[config.mk]
export PLATFORM = sky130hd
export DESIGN_NAME = wheel_button_report_mapper
export DESIGN_NICKNAME = d
export VERILOG_FILES = /design/src/rtl/core/wbrm_pkg.sv /design/src/rtl/core/wbrm_map.sv /design/src/rtl/core/wheel_button_report_mapper.sv
export VERILOG_INCLUDE_DIRS = /design/src /design/src/rtl/core
export SDC_FILE = /design/constraint.sdc
export NUM_CORES = 1
export LEC_CHECK = 0
export BUFFER_PORTS_ARGS = -buffer_cell sky130_fd_sc_hd__buf_2
export CAP_MARGIN = 10
export CELL_PAD_IN_SITES_DETAIL_PLACEMENT = 0
export CELL_PAD_IN_SITES_GLOBAL_PLACEMENT = 2
export CORE_MARGIN = 3
export CORE_UTILIZATION = 38
export DETAILED_ROUTE_END_ITERATION = 16
export PLACE_DENSITY_LB_ADDON = 0.3
export REMOVE_ABC_BUFFERS = 1
export SLEW_MARGIN = 10
export SYNTH_ARGS = -nofsm -noshare
export SYNTH_HDL_FRONTEND = slang
export SYNTH_HIERARCHICAL = 1
export SYNTH_SLANG_ARGS = --single-unit
[constraint.sdc]
create_clock -name clk -period 3.6 [get_ports clk]
set_input_delay 0.36 -clock clk [delete_from_list [all_inputs] [get_ports clk]]
set_output_delay 0.36 -clock clk [all_outputs]
set_load 0.1 [all_outputs]
[src/rtl/core/wheel_button_report_mapper_assert.svh]
// Assertion macros used by the wheel button report mapper RTL.
`ifndef WHEEL_BUTTON_REPORT_MAPPER_ASSERT_SVH
`define WHEEL_BUTTON_REPORT_MAPPER_ASSERT_SVH

// Same-cycle implication, disabled while reset is asserted.
`define WBRM_ASSERT_SAME(label, clk, rst_n, ante, cons) \
    label: assert property (@(posedge clk) disable iff (!rst_n) (ante) |-> (cons)) \
        else $error("wbrm same-cycle check failed");

// Next-cycle implication, disabled while reset is asserted.
`define WBRM_ASSERT_NEXT(label, clk, rst_n, ante, cons) \
    label: assert property (@(posedge clk) disable iff (!rst_n) (ante) |=> (cons)) \
        else $error("wbrm next-cycle check failed");

`endif

[src/rtl/core/wbrm_pkg.sv]
// ----------------------------------------------------------------------------
// wbrm_pkg
// Types and constants of the wheel button report mapper.
// ----------------------------------------------------------------------------
package wbrm_pkg;

    localparam logic [15:0] HOLD_TIME_RESET = 16'd3000;
    localparam logic [3:0]  HAT_NEUTRAL     = 4'd8;

    typedef struct packed {
        logic [7:0]  dpad_bits;
        logic [15:0] wheel_button_bits;
        logic [7:0]  aux_history_bits;
        logic        adapter_present;
        logic [23:0] adapter_button_bytes;
        logic [1:0]  aux_button_pair;
        logic [7:0]  extra_button_bits;
        logic        block_system_key;
        logic        block_hat;
        logic [31:0] time_ms;
    } in_item_t;

    typedef struct packed {
        logic [3:0]  hat_code;
        logic [12:0] report_buttons;
    } out_item_t;

    typedef struct packed {
        logic [7:0]  wheel_protocol;
        logic [7:0]  adapter_layout;
        logic [7:0]  first_axis_role;
        logic [7:0]  second_axis_role;
        logic [15:0] hold_time_ms;
    } cfg_t;

    typedef struct packed {
        logic        pending;
        logic [31:0] deadline;
    } hold_t;

    // Hat lookup; index is {up, down, left, right} style reordering of dpad bits.
    function automatic logic [3:0] hat_lookup(input logic [3:0] idx);
        logic [3:0] code;
        case (idx)
            4'd0:    code = 4'd8;
            4'd1:    code = 4'd2;
            4'd2:    code = 4'd6;
            4'd3:    code = 4'd8;
            4'd4:    code = 4'd4;
            4'd5:    code = 4'd3;
            4'd6:    code = 4'd5;
            4'd7:    code = 4'd0;
            4'd8:    code = 4'd0;
            4'd9:    code = 4'd1;
            4'd10:   code = 4'd7;
            4'd11:   code = 4'd0;
            4'd12:   code = 4'd8;
            4'd13:   code = 4'd0;
            4'd14:   code = 4'd2;
            default: code = 4'd5;
        endcase
        return code;
    endfunction

endpackage

[src/rtl/core/wbrm_map.sv]
// ----------------------------------------------------------------------------
// wbrm_map
// Combinational mapping of one button snapshot to a report, plus the
// next value of the system button hold tracker.
// ----------------------------------------------------------------------------
module wbrm_map
(
    input  wbrm_pkg::in_item_t  item,
    input  wbrm_pkg::cfg_t      cfg,
    input  wbrm_pkg::hold_t     hold,
    output wbrm_pkg::out_item_t report,
    output wbrm_pkg::hold_t     hold_next
);
    import wbrm_pkg::*;

    localparam logic [7:0] MODE_01 = 8'h01;
    localparam logic [7:0] MODE_03 = 8'h03;
    localparam logic [7:0] MODE_04 = 8'h04;
    localparam logic [7:0] MODE_06 = 8'h06;
    localparam logic [7:0] MODE_09 = 8'h09;
    localparam logic [7:0] MODE_0A = 8'h0a;
    localparam logic [7:0] MODE_0B = 8'h0b;
    localparam logic [7:0] MODE_HOLD = 8'h0c;
    localparam logic [7:0] MODE_0E = 8'h0e;
    localparam logic [7:0] MODE_0F = 8'h0f;
    localparam logic [7:0] MODE_10 = 8'h10;
    localparam logic [7:0] MODE_11 = 8'h11;
    localparam logic [7:0] MODE_13 = 8'h13;
    localparam logic [7:0] MODE_14 = 8'h14;
    localparam logic [7:0] MODE_15 = 8'h15;
    localparam logic [7:0] MODE_16 = 8'h16;
    localparam logic [7:0] MODE_17 = 8'h17;
    localparam logic [7:0] MODE_1C = 8'h1c;
    localparam logic [7:0] MODE_1D = 8'h1d;
    localparam logic [7:0] ROLE_SHOULDER = 8'd2;
    localparam logic [7:0] LAYOUT_0 = 8'd0;
    localparam logic [7:0] LAYOUT_1 = 8'd1;

    logic [7:0]  m;
    logic [7:0]  d;
    logic [15:0] s;
    logic [7:0]  ah;
    logic [7:0]  f;
    logic [7:0]  sc;
    logic [7:0]  th;
    logic        ap;
    logic        sup;
    logic        alt;
    logic        adapter_proto;
    logic        owns;
    logic        hold_active;
    logic        pressed;
    logic [31:0] hold_diff;
    logic [3:0]  hat_idx;
    logic [12:0] b;

    assign m   = cfg.wheel_protocol;
    assign d   = item.dpad_bits;
    assign s   = item.wheel_button_bits;
    assign ah  = item.aux_history_bits;
    assign f   = item.adapter_button_bytes[7:0];
    assign sc  = item.adapter_button_bytes[15:8];
    assign th  = item.adapter_button_bytes[23:16];
    assign ap  = item.adapter_present;
    assign sup = s[13];
    assign alt = (m == MODE_0F) || (m == MODE_17);
    assign adapter_proto = (m == MODE_04) || (m == MODE_06) || (m == MODE_HOLD)
                        || (m == MODE_15);
    assign owns = ((m == MODE_04) || (m == MODE_06) || (m == MODE_15)) && ap;
    assign hold_active = (m == MODE_HOLD) && !ap;
    assign pressed     = s[7];
    assign hold_diff   = item.time_ms - hold.deadline;
    assign hat_idx     = {d[0], d[3], d[1], d[2]};

    always_comb
    begin
        b = '0;

        // wheel buttons
        if (m == MODE_0E)
        begin
            b[0]  = s[1];
            b[1]  = d[5];
            b[2]  = d[7];
            b[3]  = s[5];
            b[4]  = s[3];
            b[5]  = s[0];
            b[6]  = s[4];
            b[7]  = d[6];
            b[8]  = s[6];
            b[9]  = s[7];
            b[10] = ah[5];
            b[11] = ah[6];
        end
        else
        begin
            b[0] = d[5];
            b[1] = d[4] | (alt ? s[6] : s[10]);
            if ((m == MODE_0A) || (m == MODE_10))
            begin
                b[1] = b[1] | s[9];
            end
            if (cfg.adapter_layout != LAYOUT_0)
            begin
                b[2]  = d[6];
                b[11] = s[2];
            end
            b[3]  = d[7];
            b[4]  = s[3];
            b[5]  = s[0];
            b[10] = s[5];
            b[8]  = alt ? s[10] : s[6];
            b[9]  = alt ? s[8]  : s[7];
            if ((m == MODE_09) || (m == MODE_0B) || (m == MODE_1D))
            begin
                b[6] = 1'b0;
                b[7] = 1'b0;
            end
            else if (m == MODE_11)
            begin
                b[6]  = s[4];
                b[7]  = s[2];
                b[11] = s[1];
            end
            else
            begin
                b[6] = s[4];
                b[7] = s[1];
            end
        end

        // adapter buttons
        if (adapter_proto && ap)
        begin
            if (cfg.adapter_layout == LAYOUT_0)
            begin
                b[0]  = b[0] | sc[4];
                b[1]  = b[1] | th[2] | sc[3] | th[3];
                b[2]  = sc[2];
                b[3]  = b[3] | sc[1];
                b[6]  = b[6] | f[4];
                b[7]  = b[7] | f[6];
                b[8]  = b[8] | sc[0];
                b[9]  = b[9] | sc[5];
                b[10] = b[10] | f[5];
            end
            else if (cfg.adapter_layout == LAYOUT_1)
            begin
                b[0]  = f[6];
                b[1]  = th[2] | sc[1] | th[3];
                b[2]  = b[2] | sc[2];
                b[3]  = b[3] | f[4];
                b[6]  = b[6] | f[5];
                b[7]  = b[7] | sc[3];
                b[8]  = b[8] | f[7];
                b[9]  = b[9] | sc[0];
                b[10] = b[10] | th[1];
                b[11] = b[11] | sc[6];
            end
        end

        // auxiliary shoulders and system button
        if ((cfg.first_axis_role == ROLE_SHOULDER) || (cfg.second_axis_role == ROLE_SHOULDER))
        begin
            b[4] = b[4] | item.aux_button_pair[1];
            b[5] = b[5] | item.aux_button_pair[0];
        end
        b[12] = s[9];
        hold_next = hold;
        if ((m == MODE_0A) || (m == MODE_10) || (m == MODE_0E))
        begin
            b[12] = s[8];
        end
        else if (alt)
        begin
            b[12] = s[7];
        end
        else if ((m >= MODE_01) && (m <= MODE_03))
        begin
            b[12] = s[11];
            b[1]  = b[1] | s[9];
        end
        else if ((m == MODE_13) || (m == MODE_14) || (m == MODE_16) || (m == MODE_1C))
        begin
            b[12] = s[8];
            b[1]  = b[1] | s[9] | ((m == MODE_1C) & item.extra_button_bits[1]);
        end
        else if (adapter_proto && ap)
        begin
            if (cfg.adapter_layout == LAYOUT_1)
            begin
                b[12] = item.adapter_button_bytes[12];
            end
            else if (cfg.adapter_layout == LAYOUT_0)
            begin
                b[12] = item.adapter_button_bytes[7];
            end
        end
        else if (hold_active)
        begin
            if (!hold.pending && pressed)
            begin
                hold_next.deadline = item.time_ms + {16'd0, cfg.hold_time_ms};
                hold_next.pending  = 1'b1;
            end
            else if (hold.pending && !pressed)
            begin
                hold_next.pending = 1'b0;
            end
            else if (hold.pending && !hold_diff[31])
            begin
                // wrap-safe: deadline reached when the signed difference is >= 0
                b[12] = 1'b1;
            end
        end

        if ((m != MODE_0F) && (m != MODE_17) && (m != MODE_1C) && (m != MODE_HOLD) && !owns)
        begin
            b[1] = b[1] | s[10];
        end

        if (item.block_system_key || sup)
        begin
            b[12] = 1'b0;
        end

        report.report_buttons = b;
        report.hat_code = (item.block_hat || sup) ? HAT_NEUTRAL : hat_lookup(hat_idx);
    end

endmodule

[src/rtl/core/wheel_button_report_mapper.sv]
// ----------------------------------------------------------------------------
// wheel_button_report_mapper
// Maps one wheel button snapshot to one console report (hat and buttons).
// ----------------------------------------------------------------------------
// Usage:
//   item channel (item_valid/item_ready/item) carries one button snapshot per
//   transfer; report channel (report_valid/report_ready/report) returns one
//   report per snapshot, in order. The APB port sets the protocol mode,
//   adapter layout, axis roles and system button hold time; write it only
//   while no snapshot is in flight.
//   Path: each snapshot goes into the input register, then through the mapping
//   logic into the report register, which drives report_valid and report.
//   Throughput: one snapshot per cycle while report_ready is high; the mapping
//   and the 32-bit hold deadline add and compare fit between the two registers.
//   When report_ready is low the report register holds, the input register
//   still takes one more snapshot, then item_ready drops until the report
//   is taken.
//   Reset clears both valid flags, the hold tracker, and loads the register
//   defaults (hold time 3000 ms, all others 0).
// ----------------------------------------------------------------------------
`include "wheel_button_report_mapper_assert.svh"

module wheel_button_report_mapper
(
    input  logic                clk,
    input  logic                rst_n,
    input  logic                item_valid,
    output logic                item_ready,
    input  wbrm_pkg::in_item_t  item,
    output logic                report_valid,
    input  logic                report_ready,
    output wbrm_pkg::out_item_t report,
    input  logic                psel,
    input  logic                penable,
    input  logic                pwrite,
    input  logic [4:0]          paddr,
    input  logic [31:0]         pwdata,
    output logic [31:0]         prdata,
    output logic                pready
);
    import wbrm_pkg::*;

    localparam logic [2:0] REG_PROTOCOL = 3'd0;
    localparam logic [2:0] REG_LAYOUT   = 3'd1;
    localparam logic [2:0] REG_ROLE1    = 3'd2;
    localparam logic [2:0] REG_ROLE2    = 3'd3;
    localparam logic [2:0] REG_HOLD     = 3'd4;

    in_item_t  item_reg;
    logic      item_valid_reg;
    out_item_t report_reg;
    logic      report_valid_reg;
    cfg_t      cfg_reg;
    hold_t     hold_reg;
    hold_t     hold_next;
    out_item_t report_next;
    logic      advance;
    logic      fire;
    logic      cfg_wr;
    logic [2:0] reg_idx;

    assign advance    = !report_valid_reg || report_ready;
    assign fire       = item_valid_reg && advance;
    assign item_ready = !item_valid_reg || advance;
    assign cfg_wr     = psel && penable && pwrite;
    assign reg_idx    = paddr[4:2];
    assign pready     = 1'b1;

    assign report_valid = report_valid_reg;
    assign report       = report_reg;

    wbrm_map u_map
    (
        .item      (item_reg),
        .cfg       (cfg_reg),
        .hold      (hold_reg),
        .report    (report_next),
        .hold_next (hold_next)
    );

    always_ff @(posedge clk or negedge rst_n)
    begin
        if (!rst_n)
        begin
            item_valid_reg   <= 1'b0;
            report_valid_reg <= 1'b0;
            hold_reg         <= '0;
        end
        else
        begin
            if (item_ready)
            begin
                item_valid_reg <= item_valid;
            end
            if (advance)
            begin
                report_valid_reg <= item_valid_reg;
            end
            if (fire)
            begin
                hold_reg <= hold_next;
            end
        end
    end

    always_ff @(posedge clk)
    begin
        if (item_valid && item_ready)
        begin
            item_reg <= item;
        end
        if (fire)
        begin
            report_reg <= report_next;
        end
    end

    always_ff @(posedge clk or negedge rst_n)
    begin
        if (!rst_n)
        begin
            cfg_reg.wheel_protocol   <= '0;
            cfg_reg.adapter_layout   <= '0;
            cfg_reg.first_axis_role  <= '0;
            cfg_reg.second_axis_role <= '0;
            cfg_reg.hold_time_ms     <= HOLD_TIME_RESET;
        end
        else if (cfg_wr)
        begin
            unique case (reg_idx)
                REG_PROTOCOL: cfg_reg.wheel_protocol   <= pwdata[7:0];
                REG_LAYOUT:   cfg_reg.adapter_layout   <= pwdata[7:0];
                REG_ROLE1:    cfg_reg.first_axis_role  <= pwdata[7:0];
                REG_ROLE2:    cfg_reg.second_axis_role <= pwdata[7:0];
                REG_HOLD:     cfg_reg.hold_time_ms     <= pwdata[15:0];
                default:      ;
            endcase
        end
    end

    always_comb
    begin
        unique case (reg_idx)
            REG_PROTOCOL: prdata = {24'd0, cfg_reg.wheel_protocol};
            REG_LAYOUT:   prdata = {24'd0, cfg_reg.adapter_layout};
            REG_ROLE1:    prdata = {24'd0, cfg_reg.first_axis_role};
            REG_ROLE2:    prdata = {24'd0, cfg_reg.second_axis_role};
            REG_HOLD:     prdata = {16'd0, cfg_reg.hold_time_ms};
            default:      prdata = '0;
        endcase
    end

    // hold tracker only moves when a snapshot is mapped
    `WBRM_ASSERT_NEXT(a_hold_quiet, clk, rst_n, !fire, $stable(hold_reg))
    // every mapped snapshot lands in the report register
    `WBRM_ASSERT_NEXT(a_fire_report, clk, rst_n, fire, report_valid)
    `WBRM_ASSERT_NEXT(a_sys_blocked, clk, rst_n,
        fire && (item_reg.block_system_key || item_reg.wheel_button_bits[13]),
        !report.report_buttons[12])
    `WBRM_ASSERT_NEXT(a_hat_blocked, clk, rst_n,
        fire && (item_reg.block_hat || item_reg.wheel_button_bits[13]),
        report.hat_code == HAT_NEUTRAL)

endmodule
# After elaboration in Yosys (flattened, before gate mapping)
# Memory sizes are Yosys's and may differ from the RTL's. A register that Yosys moved wholly into a read port is not among the register bits.
# Cells that the tools add are included.
[op_classes] n_addsub=2 n_lt_le_gt_ge=2 eq_ne=28 muxes=38 bitwise=33 n_reduce_logical=50
[op_table] operator="16-bit case mux with 5 select lines" count=1
[op_table] operator="8-bit by 5-bit equality test with 1-bit output (second input constant)" count=9
[op_table] operator="8-bit by 4-bit equality test with 1-bit output (second input constant)" count=6
[op_table] operator="32-bit by 16-bit adder with 32-bit output" count=1
[op_table] operator="32-bit subtractor" count=1
[op_table] operator="1-bit 2-to-1 mux" count=27
[op_table] operator="1-bit bitwise OR" count=27
[op_table] operator="1-bit logical OR" count=17
[op_table] operator="8-bit by 2-bit equality test with 1-bit output (second input constant)" count=2
[op_table] operator="8-bit by 3-bit equality test with 1-bit output (second input constant)" count=2
[op_table] operator="8-bit by 4-bit inequality test with 1-bit output (second input constant)" count=2
[op_table] operator="8-bit by 5-bit inequality test with 1-bit output (second input constant)" count=2
[op_table] operator="8-bit AND reduction" count=2
[op_table] operator="1-bit logical AND" count=15
[op_table] operator="12-bit 2-to-1 mux" count=1
[op_table] operator="4-bit 2-to-1 mux" count=3
[op_table] operator="6-bit 2-to-1 mux" count=2
[op_table] operator="2-bit AND reduction" count=5
[op_table] operator="8-bit by 1-bit equality test with 1-bit output (second input constant)" count=1
[op_table] operator="8-bit by 1-bit greater-or-equal comparator with 1-bit output (second input constant)" count=1
[op_table] operator="8-bit by 2-bit <= comparator with 1-bit output (second input constant)" count=1
[op_table] operator="8-bit logical NOT" count=1
[op_table] operator="8-bit nonzero test" count=1
[op_table] operator="1-bit logical NOT" count=7
[op_table] operator="9 further kinds" count=16
[word_totals] register_bits=184 rom_bits=64 inputBits=145 out_inout_bits=52 elab_cells=175 n_memories=1
[memory_table] name="(name not given)" words=16 word_bits=4 rd=1 rd_ports_with_merged_regs=1 wr=0 line_no="wbrm_pkg.sv:44" text="case (idx)"

# Longest topological paths before layout
# Gate-level depths: netlist (run 1).
[depth] depth_word=20 depth_mapped=11

# By module
# The synthesis (run 1) kept the hierarchy.
[by_module_without_submodules] mod="wheel_button_report_mapper" n_inst=1 cells_per_inst=374 area_per_inst_um2=7315.8
[by_module_without_submodules] mod="wbrm_map" n_inst=1 cells_per_inst=477 area_per_inst_um2=3185.6

# Worst setup path after synthesis (run 1)
# OpenSTA, ideal clock, no wires.
[synth_path] path_type="register to register" from="register report_valid_reg, in the netlist report_valid" to="register item_reg[0] (netlist bit), enable pin" setup_time_ns=0.470 t_arrival_ns=4.194 slack_ns=-1.065 path_stages_with_launch=3 synth_period_minus_slack_ns=4.665 cell_sequence="dfrtp_1 -> nand3b_1 -> and2_1"
[synth_via] elab_chain_len=4
[synth_lines] item="start: declaration" line_no="wheel_button_report_mapper.sv:52" text="logic report_valid_reg;"
[synth_lines] item="start signal: assignment" line_no="wheel_button_report_mapper.sv:97" text="report_valid_reg <= item_valid_reg;"
[synth_lines] item="1-bit logical NOT" line_no="wheel_button_report_mapper.sv:62" text="assign advance = !report_valid_reg || report_ready;"
[synth_lines] item="1-bit logical OR" line_no="wheel_button_report_mapper.sv:62"
[synth_lines] item="1-bit logical OR" line_no="wheel_button_report_mapper.sv:64" text="assign item_ready = !item_valid_reg || advance;"
[synth_lines] item="named net item_ready" line_no="wheel_button_report_mapper.sv:28" text="output logic item_ready,"
[synth_lines] item="1-bit logical AND" line_no="wheel_button_report_mapper.sv:108" text="if (item_valid && item_ready)"
[synth_lines] item="end signal: assignment" line_no="wheel_button_report_mapper.sv:110" text="item_reg <= item;"
[synth_lines] item="end: declaration" line_no="wheel_button_report_mapper.sv:49" text="in_item_t item_reg;"
# The timed path passes the listed nets, and every way through them passes these cells.
# A chain may end at the register's enable or synchronous reset.

# Final worst setup path (run 1)
[layout_path] from="register item_reg[3] (netlist bit)" to="register hold_reg[31] (netlist bit)"
[layout_via] elab_chain_len=1
[layout_lines] item="32-bit by 16-bit adder with 32-bit output" line_no="wbrm_map.sv:203" text="hold_next.deadline = item.time_ms + {16'd0, cfg.hold_time_ms};"
[layout_lines] item="end signal: assignment" line_no="wheel_button_report_mapper.sv:101" text="hold_reg <= hold_next;"
[layout_lines] item="end: declaration" line_no="wheel_button_report_mapper.sv:54" text="hold_t hold_reg;"
# Every way passes these cells.

==> qor.txt, run 1 <==
outcome -> finished, final reports clean
largest net degree at the start of global routing -> 72
critical path type -> reg2reg
gr ovfl total -> 0
Overall Global Routing Usage -> 17.0%
Vias -> 6716
setup bufs post-CTS -> 0
CORE AREA -> 24700 um2
Wirelength per Cell -> 18.1 um
Hold/Removal Path Class -> in2async
vias in the first global route -> 6622
Buf/Inv on CP -> 0
Place WS -> 0.671 ns
DRC violations left -> 0
height of the chip -> 166 um
Bufs on Longest Clock Path -> 2
Pre-antenna DRT Iters -> 5
TritonCTS clock tree -> built
fin area -> 11200 um2
total power -> 5870 uW
gpl congestion -> 0.865
Hold Buf Count CTS -> 0
Worst EP arrival -> 3.28 ns
final wirelength -> 23.5 mm
Yosys warnings -> 6
Vias/cell -> 5.18
clock latency on the worst-skew pair -> 0.42 ns
worst setup margin -> 0.629 ns
Post-Syn Instances -> 825
DPL Wire Length -> 17.1 mm
Initial Utilization -> 39.3%
f_max -> 337 MHz
Final Core Density -> 45.3%
Crit path max-delay family -> compound AO/OA/AOI/OAI gates
commonest non-fill, non-tap cell in the layout -> buf_2
CP Data Required Time -> 3.91 ns
actual slew at the worst max-slew pin -> 0.982 ns
Ports -> 197
Post-Syn Area -> 9720 um2
Die W -> 166 um
Final #Nets -> 1156
clock sink count -> 175
IO Port Bufs -> 135
CP max-delay cell -> edfxtp_1
max reg flops -> 75
setup TNS -> 0 ns
Max Slew Vio Count -> 0
share of layout cells above drive strength 1 -> 30.2%
Critical Path Max Stage Delay -> 0.44 ns
initial antenna violation count -> 0
Worst setup EP type -> register
DIE AREA -> 27500 um2
Startpoint Class -> register
number of buffers created by CTS -> 17
crit path time final -> 2.97 ns
synthesized area per cell -> 11.8 um2
P_leak -> 0.00478 uW
unrepaired setup endpoints after global routing -> false
worst path cell trace -> ha_1, a21o_1, a21o_1, o211ai_1, o211ai_1, o2111ai_1, xor2_1, o21ai_0, mux2_2
htree depth -> 4
Final Hold Fails -> 0
Resize count post-CTS -> 0
Routed Antenna Nets -> 0
Reg clk slew, reported paths -> 0.07 ns
worst slew margin relative to its limit -> 34.5%
dpl cell area -> 10700 um2
Max Cap Viol -> 0
area delta synth->final -> 15.4%
global-route wire length before repair -> 37.0 mm
ANT cells -> 0
Power Dens Cells -> 523 nW/um2
commonest cells after routing, fill and taps aside -> 134 x buf_2, 92 x edfxtp_1, 76 x dfrtp_1, 73 x mux2_2, 67 x o21ai_0
final number of setup-violating endpoints -> 0
final clock skew -> 0.00928 ns
Iter 0 DRT Violations -> 515
Critical Path Fanout Max -> 9
Worst VDD drop -> 0.000267 V
fin crit share -> 82.5%
FP Rows -> 57
clock root buffer -> clkbuf_16
==> power breakdown <==
part | internal (uW) | leakage, uW | switching [uW]
clock network | 962 | 0.000270 | 824
registers | 2370 | 0.00196 | 218
logic | 561 | 0.00255 | 939
==> through the flow <==
step | hold WS [ns] | std cells
floorplan | 0.0644 | 794
finish | 0.0778 | 1297
global placement | 0.477 | 1265
CTS | 0.0769 | 1297
global route | 0.0776 | 1297
detailed placement | 0.479 | 1265
==> final cells by class <==
cell class	count	area, um2
fill	2345	13500
sequential	175	4850
multi-input combinational	575	4470
timing repair buffer	147	768
clock buffer	17	425
tap	324	405
inverter	44	165
clock inverter	15	138
==> per-layer routing <==
layer	GRT usage, %	wire [um]	vias to the layer above
li1	-	-	3307
met1	24.6	11600	3234
met2	26.2	10700	155
met3	3.40	836	20
met4	4.27	346	0
met5	0	0	-
==> worst paths after layout <==
kind | from | slack (ns) | end | cells after the start
min reg2reg | item_valid_reg | 0.49 | report_valid | 1
max in group asynchronous | rst_n | 2.72 | hold_reg[2] | 2
min | rst_n | 0.08 | item_valid_reg | 1
max | item_reg[3] | 0.63 | hold_reg[31] | 9
min in group clk | item[84] | 0.10 | item_reg[84] | 1
max reg2reg | item_reg[3] | 0.63 | hold_reg[31] | 9
Note: power is estimated with default switching activity, not from simulation.
==> run 2, diff against run 1 <==
Settings changed: CORE_UTILIZATION 38 to 34.
Clock period 3.6 ns to 2.55 ns, I/O delays scaled along.
==> run 2 against run 1 <==
The flow now finishes with violations (setup timing). Global-route usage shrank 0.78 points. Die area is 11% higher. Register-to-register slack worse by 0.72 ns. Combinational power up 73%. Hold slack worse by 0.050 ns. Via count is 7.1% higher. Clock power increased by 41%. Non-clock buffer count increased by 134. Flip-flop and latch count unchanged. Cell count increased by 14%. Wire length up 5.1%. Total power up 48%.
==> qor.txt, run 2 (synthesis gave the netlist of run 1 again) <==
outcome -> complete, but fails checks (was finished, final reports clean)
failing checks -> setup timing
Worst setup EP type -> register (unchanged)
share of layout cells above drive strength 1 -> 34.3% (was 30.2%)
Reg clk slew, reported paths -> 0.07 ns (about the same)
gpl congestion -> 0.809 (was 0.865)
Iter 0 DRT Violations -> 346 (was 515)
P_leak -> 0.00542 uW (was 0.00478 uW)
initial antenna violation count -> 0 (unchanged)
R2R depth -> 11 (was 9)
largest net degree at the start of global routing -> 47 (was 72)
Reg2Reg Launch Point -> item_reg[0] (was item_reg[3])
WHS -> 0.0282 ns (was 0.0778 ns)
reg-to-reg setup timing slack -> -0.1 ns (was 0.63 ns)
worst setup path start -> item_reg[0] (was item_reg[3])
final wirelength -> 24.6 mm (was 23.5 mm)
DIE AREA -> 30700 um2 (was 27500 um2)
setup TNS -> -0.454 ns (was 0 ns)
IO Port Bufs -> 135 (unchanged)
final clock skew -> 0.00980 ns (was 0.00928 ns)
DRC violations left -> 0 (unchanged)
Critical Path End -> hold_reg[24] (was hold_reg[31])
Worst EP arrival -> 2.96 ns (was 3.28 ns)
clock sink count -> 175 (unchanged)
Vias -> 7190 (was 6716)
Critical Path Fanout Max -> 8 (was 9)
fin crit share -> 104% (was 82.5%)
commonest cells after routing, fill and taps aside -> 134 x buf_2, 92 x edfxtp_1, 76 x dfrtp_1, 74 x dlygate4sd3_1, 72 x mux2_2 (was 134 x buf_2, 92 x edfxtp_1, 76 x dfrtp_1, 73 x mux2_2, 67 x o21ai_0)
clock latency on the worst-skew pair -> 0.43 ns (was 0.42 ns)
unrepaired setup endpoints after global routing -> true (was false)
Startpoint Class -> register (unchanged)
DPL Wire Length -> 17.5 mm (was 17.1 mm)
f_max -> 378 MHz (was 337 MHz)
worst path cell trace -> ha_2, inv_2, fa_2, nor2b_2, o31a_1, o31a_1, o2111a_2, o211ai_1, xor2_1, o21ai_1, mux2_2 (was ha_1, a21o_1, a21o_1, o211ai_1, o211ai_1, o2111ai_1, xor2_1, o21ai_0, mux2_2)
critical path type -> reg2reg (unchanged)
Pre-antenna DRT Iters -> 6 (was 5)
ANT cells -> 0 (unchanged)
Ports -> 197 (unchanged)
commonest non-fill, non-tap cell in the layout -> buf_2 (unchanged)
Final #Nets -> 1290 (was 1156)
worst setup margin -> -0.0958 ns (was 0.629 ns)
CP Data Required Time -> 2.86 ns (was 3.91 ns)
Bufs on Longest Clock Path -> 2 (unchanged)
clock root buffer -> clkbuf_16 (unchanged)
max reg flops -> 75 (unchanged)
Max Slew Vio Count -> 0 (unchanged)
vias in the first global route -> 7252 (was 6622)
Power Dens Cells -> 686 nW/um2 (was 523 nW/um2)
CORE AREA -> 28000 um2 (was 24700 um2)
htree depth -> 4 (unchanged)
area delta synth->final -> 30.5% (was 15.4%)
number of fillers in the final layout -> 2650 (was 2345)
Critical R2R Capture -> hold_reg[24] (was hold_reg[31])
actual slew at the worst max-slew pin -> 0.772 ns (was 0.982 ns)
Wirelength per Cell -> 16.6 um (was 18.1 um)
Worst VDD drop -> 0.000486 V (was 0.000267 V)
worst slew margin relative to its limit -> 48.4% (was 34.5%)
Final Hold Fails -> 0 (unchanged)
Hold/Removal Path Class -> in2reg (was in2async)
Die W -> 175 um (was 166 um)
Vias/cell -> 4.84 (was 5.18)
height of the chip -> 175 um (was 166 um)
Overall Global Routing Usage -> 16.2% (was 17.0%)
TritonCTS clock tree -> built (unchanged)
number of buffers created by CTS -> 17 (unchanged)
Max Cap Viol -> 0 (unchanged)
Initial Utilization -> 34.7% (was 39.3%)
Routed Antenna Nets -> 0 (unchanged)
FP Rows -> 61 (was 57)
crit path time final -> 2.65 ns (was 2.97 ns)
most frequent CP cell -> o31a_1
Critical Path Max Stage Delay -> 0.40 ns (was 0.44 ns)
global-route wire length before repair -> 39.2 mm (was 37.0 mm)
CP max-delay cell -> edfxtp_1 (unchanged)
gr ovfl total -> 0 (unchanged)
final number of setup-violating endpoints -> 13 (was 0)
==> run 2: cell count changes in the layout (fill, tap and decap cells not counted), moves of 5 or more <==
cell	change
buf_4	+55
o2111ai_1	-5
o21ai_0	-12
dlygate4sd3_1	+74
o21ai_1	+7
o21ai_2	+5
o2111ai_2	+5
==> run 2: worst min path at each step <==
stage | startpoint | depth (start not counted) | to
after global routing | item[55] | 1 | item_reg[55]
after floorplan | rst_n | 0 | cfg_reg[0]
final | item_valid | 2 | item_valid_reg
after global placement | rst_n | 1 | cfg_reg[13]
after CTS | item[55] | 1 | item_reg[55]
after detailed placement | rst_n | 1 | cfg_reg[13]
==> run 2: cell type report <==
cell class              count  area, um2  area share [%]
multi-input cells         575       4620            36.4
clock buffers              18        429            3.38
inverters                  44        165            1.30
repair buffers            281       2010            15.9
flip-flops and latches    175       4850            38.2
clock inverters            14        134            1.06
well taps                 378        473            3.73
==> run 2: metrics by stage <==
step | util, % | cells | total power [uW] | setup WS (ns) | cell area [um2]
CTS | 45.0 | 1484 | 8760 | -0.126 | 12600
detailed placement | 40.0 | 1376 | 6040 | -0.257 | 11200
finish | 45.3 | 1485 | 8700 | -0.0958 | 12700
floorplan | - | 794 | 5220 | -1.51 | 9480
global placement | 40.0 | 1376 | 6040 | -0.212 | 11200
global route | 45.3 | 1485 | 9170 | -0.194 | 12700
==> run 2: layer usage <==
layer,wire length [um],GRT usage (%)
met1,11900,22.3
met2,11700,26.5
met3,840,2.80
met4,255,4.09
met5,0,0
==> run 2: worst max-delay path, delay by kind of cell, from the launching register on <==
| kind | cells | cell delay [ns] |
|---|---|---|
| buffers and inverters | 1 | 0.05 |
| muxes | 1 | 0.25 |
| xor gates and xnor gates | 1 | 0.16 |
| DFF | 1 | 0.40 |
| AOI/OAI and AO/OA | 5 | 1.20 |
| adders and majority gates | 2 | 0.41 |
| and+or+nand+nor | 1 | 0.05 |
==> run 2: where the power goes <==
group	leakage, uW	internal, uW	switching [uW]	total (uW)
registers	0.00196	3340	246	3590
clock network	0.000273	1360	1170	2530
logic	0.00319	1090	1490	2590
total	0.00542	5790	2910	8700
==> run 2: repair_timing <==
item,4_1_cts,5_1_grt
pin swaps,12,13
endpoints found under the setup margin,20,25
hold buffers,74,0
hold endpoints to repair,107,0
buffers inserted,2,1
gates cloned,0,0
resized for setup,23,20
